[src/hdl/cuckoo_hash_lookup_assert.svh]
// Assertion macros for the cuckoo hash lookup block.
`ifndef CUCKOO_HASH_LOOKUP_ASSERT_SVH
`define CUCKOO_HASH_LOOKUP_ASSERT_SVH

// Same-cycle implication, disabled while reset is asserted.
`define CHL_ASSERT_IMP(lbl, clk, rstn, ante, cons) \
  lbl: assert property (@(posedge clk) disable iff (!rstn) (ante) |-> (cons)) \
    else $error("cuckoo_hash_lookup: same-cycle check failed");

// Next-cycle implication, disabled while reset is asserted.
`define CHL_ASSERT_NXT(lbl, clk, rstn, ante, cons) \
  lbl: assert property (@(posedge clk) disable iff (!rstn) (ante) |=> (cons)) \
    else $error("cuckoo_hash_lookup: next-cycle check failed");

`endif

[src/hdl/chl_ram.sv]
module chl_ram #(
  parameter int unsigned WIDTH = 64,
  parameter int unsigned DEPTH = 16,
  localparam int unsigned AW = (DEPTH > 1) ? $clog2(DEPTH) : 1
) (
  input  logic             clk_i,
  input  logic             we_i,
  input  logic [AW-1:0]    waddr_i,
  input  logic [WIDTH-1:0] wdata_i,
  input  logic [AW-1:0]    raddr_i,
  output logic [WIDTH-1:0] rdata_o
);

  logic [WIDTH-1:0] mem [DEPTH];
  logic [WIDTH-1:0] rdata_q;

  // One write port, one registered read port
  always_ff @(posedge clk_i) begin
    if (we_i) begin
      mem[waddr_i] <= wdata_i;
    end
    rdata_q <= mem[raddr_i];
  end

  assign rdata_o = rdata_q;

endmodule

[config.mk]
export PLATFORM = sky130hd
export DESIGN_NAME = chl_ram
export DESIGN_NICKNAME = d
export VERILOG_FILES = /design/src/hdl/cuckoo_hash_lookup_assert.svh /design/src/hdl/chl_ram.sv
export SDC_FILE = /design/constraint.sdc
export NUM_CORES = 1
export LEC_CHECK = 0
export BUFFER_PORTS_ARGS = -buffer_cell sky130_fd_sc_hd__clkbuf_2
export CAP_MARGIN = 15
export CORE_MARGIN = 2
export CORE_UTILIZATION = 41
export CTS_CLUSTER_SIZE = 30
export DETAILED_ROUTE_END_ITERATION = 10
export GPL_ROUTABILITY_DRIVEN = 1
export HOLD_SLACK_MARGIN = 0.1
export MAX_ROUTING_LAYER = met4
export PLACE_DENSITY = 0.55
export SKIP_CTS_REPAIR_TIMING = 1
export SLEW_MARGIN = 40
export SYNTH_ARGS = -nofsm -noshare
export SYNTH_HDL_FRONTEND = slang
export SYNTH_SLANG_ARGS = --single-unit
[constraint.sdc]
create_clock -name clk_i -period 6.2 [get_ports clk_i]
set_input_delay 0.31 -clock clk_i [delete_from_list [all_inputs] [get_ports clk_i]]
set_output_delay 0.31 -clock clk_i [all_outputs]
set_load 0.01 [all_outputs]
Yosys cells after proc, flatten, opt, wreduce, memory -nomap -nowiden
Memory sizes are Yosys's and may differ from the RTL's. A register that Yosys moved wholly into a read port is not among the register bits. Cells that the tools add are included.

Flip-flop bits (word level): 0. Bits in writable memories: 1024. Output and inout bits: 64. Logic and storage cells: 3. Memories: 1.

Multiplexer cells: 2.

Memories: mem (depth 16, bits a word 64, read ports 1, clocked after Yosys merged registers in 1, wr ports 1, RTL line chl_ram.sv:14) `logic [WIDTH-1:0] mem [DEPTH];`.

Operators with widths (number): two-way mux 1 bit (2).

Longest topological paths before layout
Gate-level depths: netlist (run 1).

Word-level depth: 2. Mapped depth: 6. Depth with buffers taken out: 3.

Worst setup path before layout (run 1)
No wires, ideal clock.

Kind: input to register. From: input waddr_i[2]. To: memory mem[0][0] (enable). Arrival: 5173 ps. Path slack: 461 ps. Stages: 2. Cell sequence: or3b_2 nor3_1.

RTL lines: from (decl) (RTL line chl_ram.sv:8) `input logic [AW-1:0] waddr_i,`; to (decl) (RTL line chl_ram.sv:14).

No word-level cell before the write port.

==> results of run 1 <==
==> report_power, final <==
part / internal, uW / switching (uW)
Clock: 4030 / 2750
Sequential: 8220 / 58.9
Combinational: 313 / 445
==> cells in the final DEF (no fill, tap or decap), drive strengths merged <==
cell type	count
edfxtp	1024
clkbuf	286
mux4	256
a22oi	128
nand2	65
dfxtp	64
dlygate4sd3	56
buf	43
clkinv	41
nor2	13
bufinv	13
diode	4
nor3	4
inv	3
nor2b	2
nand3b	2
nand2b	2
clkinvlp	2
and2	1
nand3	1
or3b	1
==> worst max-delay path by stage <==
stage	start	end	slack, ps	cells after the start
after detailed placement	raddr_i[0]	rdata_o[32]$_DFF_P_	3290	6
after floorplan	waddr_i[2]	mem[0][0]$_DFFE_PP_	460	2
final	raddr_i[0]	rdata_o[42]$_DFF_P_	4010	7
after global placement	waddr_i[2]	mem[1][41]$_DFFE_PP_	3130	4
after CTS	raddr_i[0]	rdata_o[32]$_DFF_P_	4030	6
after global routing	raddr_i[0]	rdata_o[42]$_DFF_P_	3770	7
==> worst max-delay path, cell delays in order <==
cell	delay [ps]
buf_8	280
buf_16	340
buf_12	300
buf_16	390
mux4_2	570
a22oi_1	300
nand2_1	80
==> registers in the layout, summed over array words and instances, names as in the netlist <==
signal / count
rdata_o: 64
mem: 1024
==> final cells by class <==
cell class,instances,area [sq um]
Timing Repair Buffer,234,1826
Sequential cell,1088,32030
Antenna cell,4,10.01
Clock buffer,151,3089
Tap cell,1265,1583
Multi-Input combinational cell,475,7234
Clock inverter,59,683.2
Fill cell,7693,48840
==> cell families after synthesis <==
family                 after synthesis
buffers and inverters               84
AOI/OAI and AO/OA                  128
DFF                               1088
and+or+nand+nor                     91
muxes                              256
==> synthesized netlist by cell type <==
cell type | instances | share of area (%)
edfxtp_1 | 1024 | 78
mux4_2 | 256 | 15
a22oi_1 | 128 | 2.4
nand2_1 | 65 | 0.62
dfxtp_1 | 64 | 3.2
clkbuf_1 | 36 | 0.34
buf_1 | 16 | 0.15
buf_2 | 13 | 0.16
buf_6 | 13 | 0.37
nor2_1 | 13 | 0.12
buf_4 | 6 | 0.11
nor3_1 | 4 | 0.051
nand2b_1 | 2 | 0.032
nand3b_1 | 2 | 0.038
nor2b_1 | 2 | 0.032
and2_1 | 1 | 0.016
nand3_1 | 1 | 0.013
or3b_2 | 1 | 0.022
==> stage by stage <==
step / area [sq um] / hold WS, ps / instances / total power, uW
3_5_place_dp: 42080 / 656.9 / 3005 / 9186
5_1_grt: 46450 / 101.9 / 3275 / 16330
4_1_cts: 45850 / -20.95 / 3215 / 15970
3_3_place_gp: 41820 / 656.0 / 2996 / 9157
2_1_floorplan: 39580 / 408.9 / 1647 / 8837
6_report: 46460 / 86.46 / 3276 / 15830
==> metal layers <==
| metal | up-vias | global-route usage (%) | routed length (microns) |
|---|---|---|---|
| li1 | 7610 | - | - |
| met1 | 9768 | 24.85 | 38280 |
| met2 | 473 | 28.94 | 42720 |
| met3 | 106 | 3.493 | 4624 |
| met4 | 0 | 4.307 | 1340 |
| met5 | - | - | 0 |
==> results_dict.tcl, run 1 <==
set metrics [dict create \
    grt-ovfl-total 0 \
    via_count 17960 \
    preCtsSetupSlack_ps 3294 \
    viasPerCell 5.481 \
    wl_mm 86.97 \
    arrival_ps 2760 \
    chipWidth_microns 314.7 \
    setup_viol_count_final 0 \
    cts_tree "yes" \
    setup_tns_ps 0 \
    synth_cells 1647 \
    clk_path_buf_depth 3 \
    rows 113 \
    die_h_microns 314.7 \
    critPathCaptureType "register" \
    clock_sinks 1088 \
    synth_compound_area_share_pct 2.428 \
    core-area_sq_um 95290 \
    synthDistinctLibCells 18 \
    r2r_cells 3 \
    yosys_warnings 0 \
    port_buffers 137 \
    die-area_sq_um 99040 \
    htree_num_levels 3 \
    drc 0 \
    grt_pass1_wl_mm 128.0 \
    syn_nets 1721 \
    drt_iter0_drc 1682 \
    rrSetupSlack_ps 4690 \
    io_pins 138 \
    power.density_nw_per_um2 340.7 \
    cts_root_buf "clkbuf_16" \
    final_util_pct 48.75 \
    skew_ps 22.56 \
    final-hold-violation-count 0 \
    cap_viol_max_count 0 \
    max_freq_mhz 456.5 \
    synth_simple_gate_area_share_pct 0.9420 \
    synth_top_family_by_area "multiplexers" \
    startpoint_type "input pin" \
    whs_path_depth 1 \
    yosys.area_share.xor_xnor_pct 0 \
    dp_hpwl_mm 44.79 \
    maxSlewHeadroom_pct 41.93 \
    seq_area_frac_synth_pct 80.92 \
    first_pass_iters 5 \
    routabilityCongestion 0.7119 \
    grt_pass1_vias 18930 \
    area_growth_pct 17.37 \
    final-max-slew-violation-count 0 \
    r2r-end "rdata_o[47]$_DFF_P_" \
    crit_type "input pin to register" \
    rsz0062_at_grt "no" \
    grt_usage_pct 18.32 \
    tightest_slew_ps 871.0 \
    clock_latency_ps 690 \
    crit_required_ps 6770 \
    finalCritPeriodShare_pct 35.33 \
    status "completed" \
    drive_gt1_share_pct 31.24 \
    numCtsBuffers 110 \
    mappedNetlistArea_sq_um 39580 \
    ant_nets 0 \
    avgSynthCellArea_sq_um 24.03 \
    crit_fanout 63 \
    hold_end "mem[10][1]$_DFFE_PP_" \
    nets 1983 \
    start_util_pct 41.54 \
    grt_max_degree 88 \
    wl_per_cell_microns 26.55 \
    setup_slack_ps 4009 \
    clk_pin_slew_worst_paths_ps 60 \
    final.min_clock_period_ps 2191 \
    synth_mux_area_share_pct 14.57 \
    hp-start "wdata_i[1]" \
    ir_drop_uv 212.4 \
    antenna_found_initial 3 \
    synth_fa_ha_area_share_pct 0 \
    p_leak_uw 0.01495 \
    reg2reg_from "mem[10][47]$_DFFE_PP_" \
    hold_class "input pin to register" \
    synth_seq_cells 1088 \
]
(Power assumes the default switching activity.)
==> inputs of run 2 (changes only) <==
- ABC_AREA: unset -> 1
- PLACE_DENSITY: 0.55 -> 0.57
- clock period: 6.2 -> 1.8 ns (I/O delays scaled with it)
==> run 2 against run 1 <==
Global-route usage grew 3.1 points. Synthesized cell count increased to 2.6 times the previous value. Via count increased by 64%. Non-clock buffer count up 111. Combinational power rose to 5.0 times the previous value.
==> results_dict.tcl, run 2 <==
set metrics [dict create \
    crit_chain "dlygate4sd3_1 > clkbuf_2 > nand3b_1 > dlygate4sd3_1 > buf_4 > nor2_4 > buf_12" \
    avgSynthCellArea_sq_um 10.76 \
    crit_required_ps 2190 \
    startpoint_type "input pin" \
    crit_top_cell "dlygate4sd3_1" \
    synthDistinctLibCells 15 \
    grt-ovfl-total 0 \
    final_cell_area_sq_um 53230 \
    drive_gt1_share_pct 10.33 \
    synth_async_sr_flop_share_pct 0 \
    seq_area_frac_synth_pct 70.73 \
    first_pass_iters 6 \
    slowest_stage "dlygate4sd3_1" \
    synth-edff-count 1024 \
    viasPerCell 4.879 \
    synth_area_leaders "edfxtp_1 68%, nand2_1 11%, nand3_1 8.5%" \
    clock_latency_ps 730 \
    dp_hpwl_mm 68.71 \
    maxSlewHeadroom_pct 66.70 \
    power.density_nw_per_um2 1056 \
    cts_tree "yes" \
    max_freq_mhz 566.8 \
    routabilityCongestion 0.7992 \
    crit_fanout 19 \
    antenna_found_initial 2 \
    clock_sinks 1088 \
    htree_num_levels 3 \
    setup_tns_ps 0 \
    grt_usage_pct 21.47 \
    ir_drop_uv 867.1 \
    mappedNetlistArea_sq_um 45290 \
    final.min_clock_period_ps 1764 \
    layout_common_cells "1349 x nand2_1, 1024 x edfxtp_1, 770 x inv_1, 769 x nand3_1, 133 x clkbuf_2" \
    preCtsSetupSlack_ps 228.3 \
    grt_pass1_wl_mm 177.4 \
    multi_input_area_sq_um 9111 \
    p_leak_uw 0.02258 \
    port_buffers 137 \
    grt_pass1_vias 28230 \
    core-area_sq_um 109200 \
    arrival_ps 2150 \
    tightest_slew_ps 499.4 \
    final-max-slew-violation-count 0 \
    die-area_sq_um 113100 \
    area_growth_pct 17.53 \
    critPathCaptureType "register" \
    chipWidth_microns 336.3 \
    largest_reg_flops 1024 \
    wl_mm 117.4 \
    final-hold-violation-count 0 \
    wl_per_cell_microns 19.45 \
    synth_top_cell_area_share_pct 67.90 \
    final_common_cell "nand2_1" \
    largest-register "mem" \
    setup_slack_ps 35.58 \
    via_count 29450 \
    path_buf_inv 5 \
    yosys.area.top_type "edfxtp_1" \
    finalCritPeriodShare_pct 98.02 \
    cts_root_buf "clkbuf_16" \
    die_h_microns 336.3 \
    synth_cells 4210 \
    clk_path_buf_depth 3 \
    regArea_sq_um 32030 \
    cpPeakStageDelay_ps 560 \
    synth_seq_cells 1088 \
    status "completed" \
    clk_pin_slew_worst_paths_ps 60 \
    skew_ps 46.47 \
    syn_nets 4284 \
    n_fill_cell 9756 \
    crit_type "input pin to register" \
    setup_viol_count_final 0 \
    placed_area_sq_um 48640 \
    yosys_most_used_dff "edfxtp_1" \
    ant_nets 0 \
    nets 4533 \
    numCtsBuffers 113 \
    yosys_warnings 0 \
    netlist_top_cells_count "1349 x nand2_1, 1024 x edfxtp_1, 771 x inv_1" \
    drc 0 \
    io_pins 138 \
    cpLargestDelayFamily "buffers and inverters" \
    cap_viol_max_count 0 \
    start_util_pct 41.49 \
    synth.most_common_cell "nand2_1" \
    hold_class "input pin to register" \
    grt_max_degree 74 \
    drt_iter0_drc 2801 \
    rows 121 \
]
==> run 2: cell count changes in the layout (fill, tap and decap cells not counted), moves of 18 or more <==
cell	before	now
a22oi_1	128	0
mux4_2	256	0
dlygate4sd3_1	56	74
inv_1	0	770
buf_12	3	79
buf_4	11	56
nand3_1	1	769
nand2_1	65	1349
==> run 2: layout make-up <==
type | instances | area share, %
Inverter | 774 | 5.536
Multi-Input combinational cell | 2137 | 17.12
Timing Repair Buffer | 345 | 6.481
Clock buffer | 137 | 5.651
Sequential cell | 1088 | 60.18
Clock inverter | 77 | 1.561
Antenna cell | 1 | 0.004701
Tap cell | 1476 | 3.470
==> run 2: worst register-to-register path, cell delays in order (launching register included) <==
cell	delay (ps)
edfxtp_1	380
nand2_1	80
nand2_1	40
nand2_1	80
nand3_1	70
nand3_1	70
dlygate4sd3_1	570
nand2_1	80
==> run 2: logic make-up (layout without fill, tap and decap cells) <==
kind of cell	after synthesis	count (layout)	synth area share [%]
AND/OR/NAND/NOR	2137	2137	19.85
flip-flops	1088	1088	70.73
other	0	1	0
buffers and inverters	985	1333	9.416
==> run 2: worst paths after layout <==
kind                                             from                   end  slack, ps  cells past startpoint
worst max-delay path                       waddr_i[3]  mem[8][36]$_DFFE_PP_         40                      7
worst min-delay path                       raddr_i[0]   rdata_o[11]$_DFF_P_         90                      7
worst max register to register  mem[10][19]$_DFFE_PP_   rdata_o[19]$_DFF_P_        310                      7
worst min register to register    mem[3][1]$_DFFE_PP_    rdata_o[1]$_DFF_P_        640                      6
==> run 2: layer usage <==
metal  track usage [%]  share of wire, %
met2             32.04                45
met1             30.64                46
met3             3.143               6.1
met4             6.011               2.2
met5                 -                 0
==> run 2: per-stage QoR <==
step	power, uW	utilization (%)	cells	hold slack [ps]
floorplan	30990	-	4210	188.9
global placement	32710	44.56	5746	476.8
detailed placement	32750	44.56	5746	477.8
CTS	56560	48.08	5960	-253.4
global route	58100	48.76	6035	126.3
finish	56200	48.76	6035	90.04
==> run 2: power breakdown <==
part           switching (uW)  internal [uW]
Sequential                215          28300
Clock                   10200          13700
Combinational            2580           1190
