File: src/hdl/cuckoo_hash_lookup_assert.svh
// Assertion macros for the cuckoo hash lookup block.
`ifndef CUCKOO_HASH_LOOKUP_ASSERT_SVH
`define CUCKOO_HASH_LOOKUP_ASSERT_SVH

// Same-cycle implication, disabled while reset is asserted.
`define CHL_ASSERT_IMP(lbl, clk, rstn, ante, cons) \
  lbl: assert property (@(posedge clk) disable iff (!rstn) (ante) |-> (cons)) \
    else $error("cuckoo_hash_lookup: same-cycle check failed");

// Next-cycle implication, disabled while reset is asserted.
`define CHL_ASSERT_NXT(lbl, clk, rstn, ante, cons) \
  lbl: assert property (@(posedge clk) disable iff (!rstn) (ante) |=> (cons)) \
    else $error("cuckoo_hash_lookup: next-cycle check failed");

`endif

File: src/hdl/chl_pkg.sv
package chl_pkg;

  // Fixed geometry
  localparam int unsigned WAYS   = 3;
  localparam int unsigned SIZE_W = 13;          // slots-per-section register width
  localparam int unsigned SUM_W  = SIZE_W + 2;  // holds pos + way * size
  localparam int unsigned STU_W  = 5;           // stash_used register width

  localparam logic [1:0] LAST_WAY = 2'(WAYS - 1);

  // Opcodes
  localparam logic [1:0] OP_LOOKUP      = 2'd0;
  localparam logic [1:0] OP_WRITE_TABLE = 2'd1;
  localparam logic [1:0] OP_WRITE_STASH = 2'd2;

  // Register indexes
  localparam logic REG_SECT_SIZE  = 1'b0;
  localparam logic REG_STASH_USED = 1'b1;

  // Match source code for the stash
  localparam logic [1:0] SRC_STASH = 2'd3;

  // Mixer constants
  localparam logic [63:0] SEED_WAY1 = 64'h9e3779b97f4a7c15;
  localparam logic [63:0] SEED_WAY2 = 64'hd1b54a32d192ed03;
  localparam logic [63:0] MIX_MUL1  = 64'hbf58476d1ce4e5b9;
  localparam logic [63:0] MIX_MUL2  = 64'h94d049bb133111eb;
  localparam int unsigned MIX_SH0   = 30;
  localparam int unsigned MIX_SH1   = 27;
  localparam int unsigned MIX_SH2   = 31;

  // Top-level sequencer states
  typedef enum logic [3:0] {
    ST_CLEAR,
    ST_IDLE,
    ST_HSTART,
    ST_HASH,
    ST_TRD,
    ST_TCMP,
    ST_SRD,
    ST_SCMP,
    ST_DONE
  } chl_state_e;

  // Hash unit step sequencer states
  typedef enum logic [3:0] {
    HS_IDLE,
    HS_M1_LL,
    HS_M1_HL,
    HS_M1_LH,
    HS_M1_FIN,
    HS_M2_LL,
    HS_M2_HL,
    HS_M2_LH,
    HS_M2_FIN,
    HS_R_LO,
    HS_R_HI,
    HS_R_FIN
  } hstep_e;

  // Hash unit request and response
  typedef struct packed {
    logic       start;
    logic [1:0] way;
  } chl_hreq_t;

  typedef struct packed {
    logic              done;
    logic [SIZE_W-1:0] pos;
  } chl_hrsp_t;

  // Per-section seed
  function automatic logic [63:0] hash_seed(input logic [1:0] way);
    logic [63:0] s;
    case (way)
      2'd0:    s = '0;
      2'd1:    s = SEED_WAY1;
      2'd2:    s = SEED_WAY2;
      default: s = '0;
    endcase
    return s;
  endfunction

endpackage

File: src/hdl/chl_hash_unit.sv
module chl_hash_unit (
  input  logic                      clk_i,
  input  logic                      rst_ni,
  input  chl_pkg::chl_hreq_t        req_i,
  input  logic [63:0]               key_i,
  input  logic [chl_pkg::SIZE_W-1:0] size_i,
  output chl_pkg::chl_hrsp_t        rsp_o
);

  import chl_pkg::*;

  typedef enum logic [1:0] {
    ACC_HOLD,
    ACC_LOAD,
    ACC_ADDHI,
    ACC_LOADHI
  } acc_op_e;

  hstep_e step_q, step_d;
  logic [63:0] v_q, acc_q, prod_q;
  logic        done_q;
  logic [SIZE_W-1:0] pos_q;

  logic [31:0] mul_a, mul_b;
  logic [63:0] mul_p;
  acc_op_e     acc_op;
  logic        v_load;
  logic        pos_load;
  logic [63:0] seed_x, t_sum, xs_out, mid;

  // Step sequencer: next step
  always_comb begin
    step_d = step_q;
    case (step_q)
      HS_IDLE:   if (req_i.start) step_d = HS_M1_LL;
      HS_M1_LL:  step_d = HS_M1_HL;
      HS_M1_HL:  step_d = HS_M1_LH;
      HS_M1_LH:  step_d = HS_M1_FIN;
      HS_M1_FIN: step_d = HS_M2_LL;
      HS_M2_LL:  step_d = HS_M2_HL;
      HS_M2_HL:  step_d = HS_M2_LH;
      HS_M2_LH:  step_d = HS_M2_FIN;
      HS_M2_FIN: step_d = HS_R_LO;
      HS_R_LO:   step_d = HS_R_HI;
      HS_R_HI:   step_d = HS_R_FIN;
      HS_R_FIN:  step_d = HS_IDLE;
      default:   step_d = HS_IDLE;
    endcase
  end

  // Low 64 bits of acc + (prod << 32)
  assign t_sum  = {acc_q[63:32] + prod_q[31:0], acc_q[31:0]};
  assign seed_x = key_i ^ hash_seed(req_i.way);
  assign mid    = prod_q + acc_q;

  // Step sequencer: operand selection and xor-shift
  always_comb begin
    mul_a    = '0;
    mul_b    = '0;
    acc_op   = ACC_HOLD;
    v_load   = 1'b0;
    pos_load = 1'b0;
    xs_out   = seed_x ^ (seed_x >> MIX_SH0);
    case (step_q)
      HS_IDLE: begin
        v_load = req_i.start;
      end
      HS_M1_LL: begin
        mul_a = v_q[31:0];
        mul_b = MIX_MUL1[31:0];
      end
      HS_M1_HL: begin
        mul_a  = v_q[63:32];
        mul_b  = MIX_MUL1[31:0];
        acc_op = ACC_LOAD;
      end
      HS_M1_LH: begin
        mul_a  = v_q[31:0];
        mul_b  = MIX_MUL1[63:32];
        acc_op = ACC_ADDHI;
      end
      HS_M1_FIN: begin
        xs_out = t_sum ^ (t_sum >> MIX_SH1);
        v_load = 1'b1;
      end
      HS_M2_LL: begin
        mul_a = v_q[31:0];
        mul_b = MIX_MUL2[31:0];
      end
      HS_M2_HL: begin
        mul_a  = v_q[63:32];
        mul_b  = MIX_MUL2[31:0];
        acc_op = ACC_LOAD;
      end
      HS_M2_LH: begin
        mul_a  = v_q[31:0];
        mul_b  = MIX_MUL2[63:32];
        acc_op = ACC_ADDHI;
      end
      HS_M2_FIN: begin
        xs_out = t_sum ^ (t_sum >> MIX_SH2);
        v_load = 1'b1;
      end
      HS_R_LO: begin
        mul_a = v_q[31:0];
        mul_b = 32'(size_i);
      end
      HS_R_HI: begin
        mul_a  = v_q[63:32];
        mul_b  = 32'(size_i);
        acc_op = ACC_LOADHI;
      end
      HS_R_FIN: begin
        pos_load = 1'b1;
      end
      default: begin
        mul_a = '0;
      end
    endcase
  end

  // Shared 32x32 multiplier
  assign mul_p = 64'(mul_a) * 64'(mul_b);

  always_ff @(posedge clk_i or negedge rst_ni) begin
    if (!rst_ni) begin
      step_q <= HS_IDLE;
      done_q <= 1'b0;
    end else begin
      step_q <= step_d;
      done_q <= pos_load;
    end
  end

  // Datapath registers
  always_ff @(posedge clk_i) begin
    prod_q <= mul_p;
    case (acc_op)
      ACC_LOAD:   acc_q <= prod_q;
      ACC_ADDHI:  acc_q <= t_sum;
      ACC_LOADHI: acc_q <= {32'h0, prod_q[63:32]};
      default:    acc_q <= acc_q;
    endcase
    if (v_load) begin
      v_q <= xs_out;
    end
    // high word of h * size is below size
    if (pos_load) begin
      pos_q <= mid[32 +: SIZE_W];
    end
  end

  assign rsp_o.done = done_q;
  assign rsp_o.pos  = pos_q;

endmodule

File: config.mk
export PLATFORM = sky130hd
export DESIGN_NAME = chl_hash_unit
export DESIGN_NICKNAME = d
export VERILOG_FILES = /design/src/hdl/cuckoo_hash_lookup_assert.svh /design/src/hdl/chl_pkg.sv /design/src/hdl/chl_hash_unit.sv
export SDC_FILE = /design/constraint.sdc
export NUM_CORES = 2
export LEC_CHECK = 0
export BUFFER_PORTS_ARGS = -buffer_cell sky130_fd_sc_hd__buf_2
export CORE_MARGIN = 2
export CORE_UTILIZATION = 65
export CTS_CLUSTER_DIAMETER = 30
export DETAILED_ROUTE_END_ITERATION = 16
export GPL_ROUTABILITY_DRIVEN = 0
export GPL_TIMING_DRIVEN = 1
export HOLD_SLACK_MARGIN = 0.03
export PLACE_DENSITY = 0.82
export SETUP_SLACK_MARGIN = 0.4
export SYNTH_ARGS = -nofsm -noshare
export SYNTH_HDL_FRONTEND = slang
export SYNTH_SLANG_ARGS = --single-unit
File: constraint.sdc
create_clock -name clk_i -period 13.5 [get_ports clk_i]
set_clock_uncertainty 0.15 [all_clocks]
set_input_delay 0.675 -clock clk_i [delete_from_list [all_inputs] [get_ports clk_i]]
set_output_delay 0.675 -clock clk_i [all_outputs]
set_load 0.01 [all_outputs]
# Word-level counts from Yosys, hierarchy flattened

Index checks and enable logic that the tools add are counted.

Memories: 0
Bits in read-only memories: 0
Input bits: 82
Word-level logic and storage cells: 54
Latch bits: 0
Flip-flop bits (word level): 210
Output and inout port bits: 14
Bits in writable memories: 0

Reductions and logical operators: 12
Mux-type cells: 10
$mul: 1
Add/subtract/negate cells: 2
Equal/unequal tests: 17
Shift operators: 0
Bitwise logic cells: 5
Div/mod/pow operators: 0
Magnitude comparators: 0

Operators by type and width:

| cell                                                             | count |
|---|---|
| 64-bit one-hot mux with 2 select lines                           | 2 |
| 64-bit one-hot mux with 3 select lines                           | 1 |
| 32-bit one-hot mux with 5 select lines                           | 1 |
| 32-bit by 32-bit multiplier with 64-bit output                   | 1 |
| 32-bit one-hot mux with 2 select lines                           | 1 |
| 64-bit by 33-bit XOR with 64-bit output                          | 1 |
| 64-bit by 34-bit XOR with 64-bit output                          | 1 |
| 64-bit by 37-bit XOR with 64-bit output                          | 1 |
| 64-bit XOR                                                       | 1 |
| 45-bit adder                                                     | 1 |
| 4-bit one-hot mux with 11 select lines                           | 1 |
| 32-bit adder                                                     | 1 |
| 4-bit by 3-bit == test with 1-bit output (second input constant) | 4 |
| 4-bit == test (second input constant)                            | 4 |
| 2-bit OR reduction                                               | 6 |
| 4-bit by 2-bit == test with 1-bit output (second input constant) | 2 |
| 2-bit == test (second input constant)                            | 3 |
| 2-bit one-hot mux with 3 select lines                            | 1 |
| 5-bit OR reduction                                               | 1 |
| 2-bit by 1-bit == test with 1-bit output (second input constant) | 2 |
| 4-bit by 1-bit == test with 1-bit output (second input constant) | 1 |
| 4-bit zero test                                                  | 1 |
| 4-bit two-way mux                                                | 1 |
| 3-bit nonzero test                                               | 1 |
| other kinds (7)                                                  | 7 |

# Logic depth before layout (Yosys ltp)

Depth after elaboration: 6
Gate-level depth with buffers: 38
Gate-level depth less buffers: 34

# Worst setup path after synthesis

OpenSTA, ideal clock, no wires.

Path type: reg2reg
Start point: register step_q[3]
End point: register v_q[0], enable pin
Data arrival time: 11.306 ns
Clock period less this slack: 12.285 ns
Cell stages (with the launch flop): 6
Path buffers: 3
Setup slack: 1.215 ns
Setup time: 0.829 ns
Data required time: 12.521 ns
Cell sequence: dfrtp_1 clkbuf_1 clkbuf_1 clkbuf_1 nor3_1 a2111oi_0

Longest elaborated chain between the ends: 3
Elaborated cells on any way between the ends: 5
Those cells by class: 2 x eq/ne; 1 x mux; 2 x reduce/logical

RTL lines:

| item                                                                      | line                 | RTL |
|---|---|---|
| from (decl)                                                               | chl_hash_unit.sv:19  | `hstep_e step_q, step_d;` |
| from (signal assigned)                                                    | chl_hash_unit.sv:130 | `step_q <= step_d;` |
| 4-bit == test or 4-bit by 3-bit == test with 1-bit output (tied branches) | chl_hash_unit.sv:64  | `case (step_q)` |
| 2-bit OR reduction (no line)                                              | n/a                  |  |
| 1-bit one-hot mux with 2 select lines *                                   | chl_hash_unit.sv:64  |  |
| net v_load                                                                | chl_hash_unit.sv:27  | `logic v_load;` |
| to (signal assigned)                                                      | chl_hash_unit.sv:145 | `v_q <= xs_out;` |
| to (decl)                                                                 | chl_hash_unit.sv:20  | `logic [63:0] v_q, acc_q, prod_q;` |

Mark *: on every way through the listed nets, which the timed path passes. The rest lies on a longest branch.
A chain may end at the register's enable or synchronous reset.

# Final worst setup path

Start point: register step_q[1]
End point: register prod_q[63]

Longest elaborated chain between the ends: 4
Elaborated cells on any way between the ends: 16
Those cells by class: 1 x mul; 8 x eq/ne; 2 x mux; 5 x reduce/logical

RTL lines:

| item                                                                                             | line                 | RTL |
|---|---|---|
| 4-bit by 3-bit == test with 1-bit output, or another cell as far along                           | chl_hash_unit.sv:64  |  |
| 5-bit OR reduction (no line), or another cell as far along                                       | n/a                  |  |
| 32-bit one-hot mux with 2 select lines or 32-bit one-hot mux with 5 select lines (tied branches) | chl_hash_unit.sv:64  |  |
| 32-bit by 32-bit multiplier with 64-bit output *                                                 | chl_hash_unit.sv:123 | `assign mul_p = 64'(mul_a) * 64'(mul_b);` |
| net mul_p[63]                                                                                    | chl_hash_unit.sv:25  | `logic [63:0] mul_p;` |
| to (signal assigned)                                                                             | chl_hash_unit.sv:137 | `prod_q <= mul_p;` |
| to (decl)                                                                                        | chl_hash_unit.sv:20  |  |

Marks and branches as above.

==> results.sh <==
export IMPL_synthTopCellsByArea="fa_1 (38%), ha_1 (12%), edfxtp_1 (9.9%)"
export IMPL_drive_gt1_share_pct=7.25
export IMPL_drt_initial_drc_count=5015
export IMPL_regArea_um2=5640
export IMPL_clockRootBuffer="clkbuf_16"
export IMPL_async_flop_share_pct=2.38
export IMPL_routed_via_density=6.52
export IMPL_slowest_stage="a22o_1"
export IMPL_drtPass1Iterations=8
export IMPL_status="finished clean"
export IMPL_finalInstanceArea_um2=46100
export IMPL_clock_sinks=210
export IMPL_portBuffers=95
export IMPL_period_share_pct=80.6
export IMPL_fin_crit_ns=10.88
export IMPL_h_tree_depth=2
export IMPL_yosysSeqAreaShare_pct=13.2
export IMPL_cpPeakStageDelay_ns=0.78
export IMPL_cp_common_cell="fa_1"
export IMPL_syn_inst=4591
export IMPL_muxShareOfSynthArea_pct=0.140
export IMPL_synth_xor_area_share_pct=3.70
export IMPL_crit_type="reg -> reg"
export IMPL_syn_area_um2=42800
export IMPL_numCtsBuffers=52
export IMPL_worstPathRequired_ns=13.79
export IMPL_grt_ovfl_total=0
export IMPL_ys_ff_latch=210
export IMPL_antenna_found_initial=6
export IMPL_wl_mm=141
export IMPL_cts_resized=0
export IMPL_fillCellCount=4766
export IMPL_setup_tns_ns=0
export IMPL_die_w_um=261
export IMPL_maxSlewHeadroom_pct=4.52
export IMPL_rows=94
export IMPL_nets=5921
export IMPL_vias=36000
export IMPL_setup_viol=0
export IMPL_synthSimpleGateAreaFrac_pct=11.1
export IMPL_core_um2=65500
export IMPL_synth_cell_types=88
export IMPL_grt_pass1_vias=37100
export IMPL_synth_compound_area_share_pct=11.9
export IMPL_die_area_um2=67900
export IMPL_fin_hold_ws_ns=0.319
export IMPL_ys_warn_count=0
export IMPL_clkSlewWorstSetupHoldPaths_ns=0.05
export IMPL_path_max_fanout=59
export IMPL_avgRoutedWirePerCell_um=25.6
export IMPL_setup_ws_ns=2.62
export IMPL_cts_tree="built"
export IMPL_grt_max_degree=73
export IMPL_min_path_type="in -> reg"
export IMPL_synth_most_common_cell="inv_1"
export IMPL_avgSynthCellArea_um2=9.32
export IMPL_synth_top_family_by_area="adder cells"
export IMPL_clk_latency_ns=0.57
export IMPL_multi_input_area_um2=33000
export IMPL_cts_buffer_depth=3
export IMPL_start_kind="flop"
export IMPL_initial_core_util_pct=65.3
export IMPL_drt_antenna_violating_nets=0
export IMPL_max_freq_mhz=91.9
export IMPL_hold_viol=0
export IMPL_pre_cts_ws_ns=3.18
export IMPL_cap_viol_max_count=0
export IMPL_io_pins=96
export IMPL_post_dp_cell_area_um2=44300
export IMPL_synthToLayoutAreaGrowth_pct=7.63
export IMPL_synth_area_leader_cell="fa_1"
export IMPL_cts_setup_buffers=0
export IMPL_die_y_um=261
export IMPL_crit_arrival_ns=11.17
export IMPL_grt_first_pass_wirelength_mm=216
export IMPL_synth_edf_count=141
export IMPL_dpl_hpwl_mm=113
export IMPL_synth_top_area_share_pct=38.3
export IMPL_rsz0062_at_grt="no"
export IMPL_worstMarginPinSlew_ns=1.43
export IMPL_synth_fa_ha_area_share_pct=50.1
export IMPL_synth_commonest_cells="inv_1 (907), fa_1 (818), nor2_1 (505), ha_1 (404), nand2_1 (397)"
export IMPL_drc=0
export IMPL_grt_usage_pct=42.8
export IMPL_slew_viol_final=0
export IMPL_synthFlopType="edfxtp_1"
export IMPL_cp_end_kind="flop"
-- final cells by class --
class | count | share of cell area (%)
Inverter | 907 | 7.39
Tap cell | 864 | 2.35
Timing Repair Buffer | 179 | 2.41
Clock buffer | 65 | 3.11
Clock inverter | 32 | 0.750
Sequential cell | 210 | 12.3
Antenna cell | 2 | 0.0109
Multi-Input combinational cell | 3267 | 71.7
-- critical path, delay by kind of cell, from the launching register on --
kind                       cells  cell delay [ns]
adders and majority gates      9             4.14
AOI/OAI and AO/OA             11             3.25
buffers and inverters          6             1.44
and+or+nand+nor                3             0.90
DFF                            1             0.72
xor gates and xnor gates       1             0.13
-- per-layer routing --
layer / track usage [%] / vias to the layer above / wire (um)
li1: - / 14700 / -
met5: 0 / - / 37
met1: 55.8 / 17400 / 48200
met3: 12.6 / 802 / 21700
met2: 62.7 / 3074 / 59100
met4: 27.5 / 6 / 12200
-- layout by cell type, fill, tap and decap left out, drive strengths merged, types with 7 or more instances in the layout --
cell type / n
inv: 915
a21o: 79
nand2b: 16
o21a: 11
nor2b: 11
or3: 15
a22oi: 36
o221a: 22
clkbuf: 65
nand2: 397
a41oi: 7
clkinv: 18
o21bai: 15
ha: 404
a31oi: 15
nor2: 505
o21ai: 121
a211oi: 20
nand4: 17
a21oi: 145
buf: 178
nand3: 42
conb: 9
nor3: 66
a22o: 94
and2: 24
edfxtp: 141
xnor2: 112
o211ai: 7
xor2: 68
or2: 7
fa: 818
a221oi: 27
and3: 11
dfxtp: 64
o22ai: 53
-- sequential cells by signal, summed over array words and instances (netlist names) --
| name | count |
|---|---|
| step_q | 4 |
| v_q | 64 |
| pos_q | 13 |
| acc_q | 64 |
| done_q | 1 |
| prod_q | 64 |
-- kinds of logic after synthesis --
logic type,Yosys count
multiplexers,6
buffers and inverters,1121
XOR/XNOR,180
other,2
AO/OA/AOI/OAI,717
AND/OR/NAND/NOR,1133
flip-flops,210
adder cells (fa/ha/maj),1222
-- metrics by stage --
step | std cells | utilization (%)
after detailed placement | 5426 | 67.6
after global placement | 5426 | 67.6
after global routing | 5524 | 70.3
final | 5526 | 70.3
after CTS | 5524 | 70.3
after floorplan | 4598 | -
-- final timing paths --
path	startpoint	to	slack [ns]	depth (start not counted)
min	key_i[61]	v_q[61]	0.32	3
max	step_q[1]	prod_q[63]	2.62	30
max reg2reg	step_q[1]	prod_q[63]	2.62	30
max in group asynchronous	rst_ni	step_q[2]	12.66	2
min reg2reg	prod_q[59]	acc_q[27]	0.43	1
min in group asynchronous	rst_ni	done_q	0.35	2
-- timing repair --
| action | in CTS | in global routing |
|---|---|---|
| hold buffers | 1 | 0 |
| endpoints found under the setup margin | 0 | 0 |
| endpoints found under the hold margin | 5 | 0 |
Power is left out: the tool's default activity adds up to more than one toggle a clock period on the data nets, which glitch-free logic cannot reach.
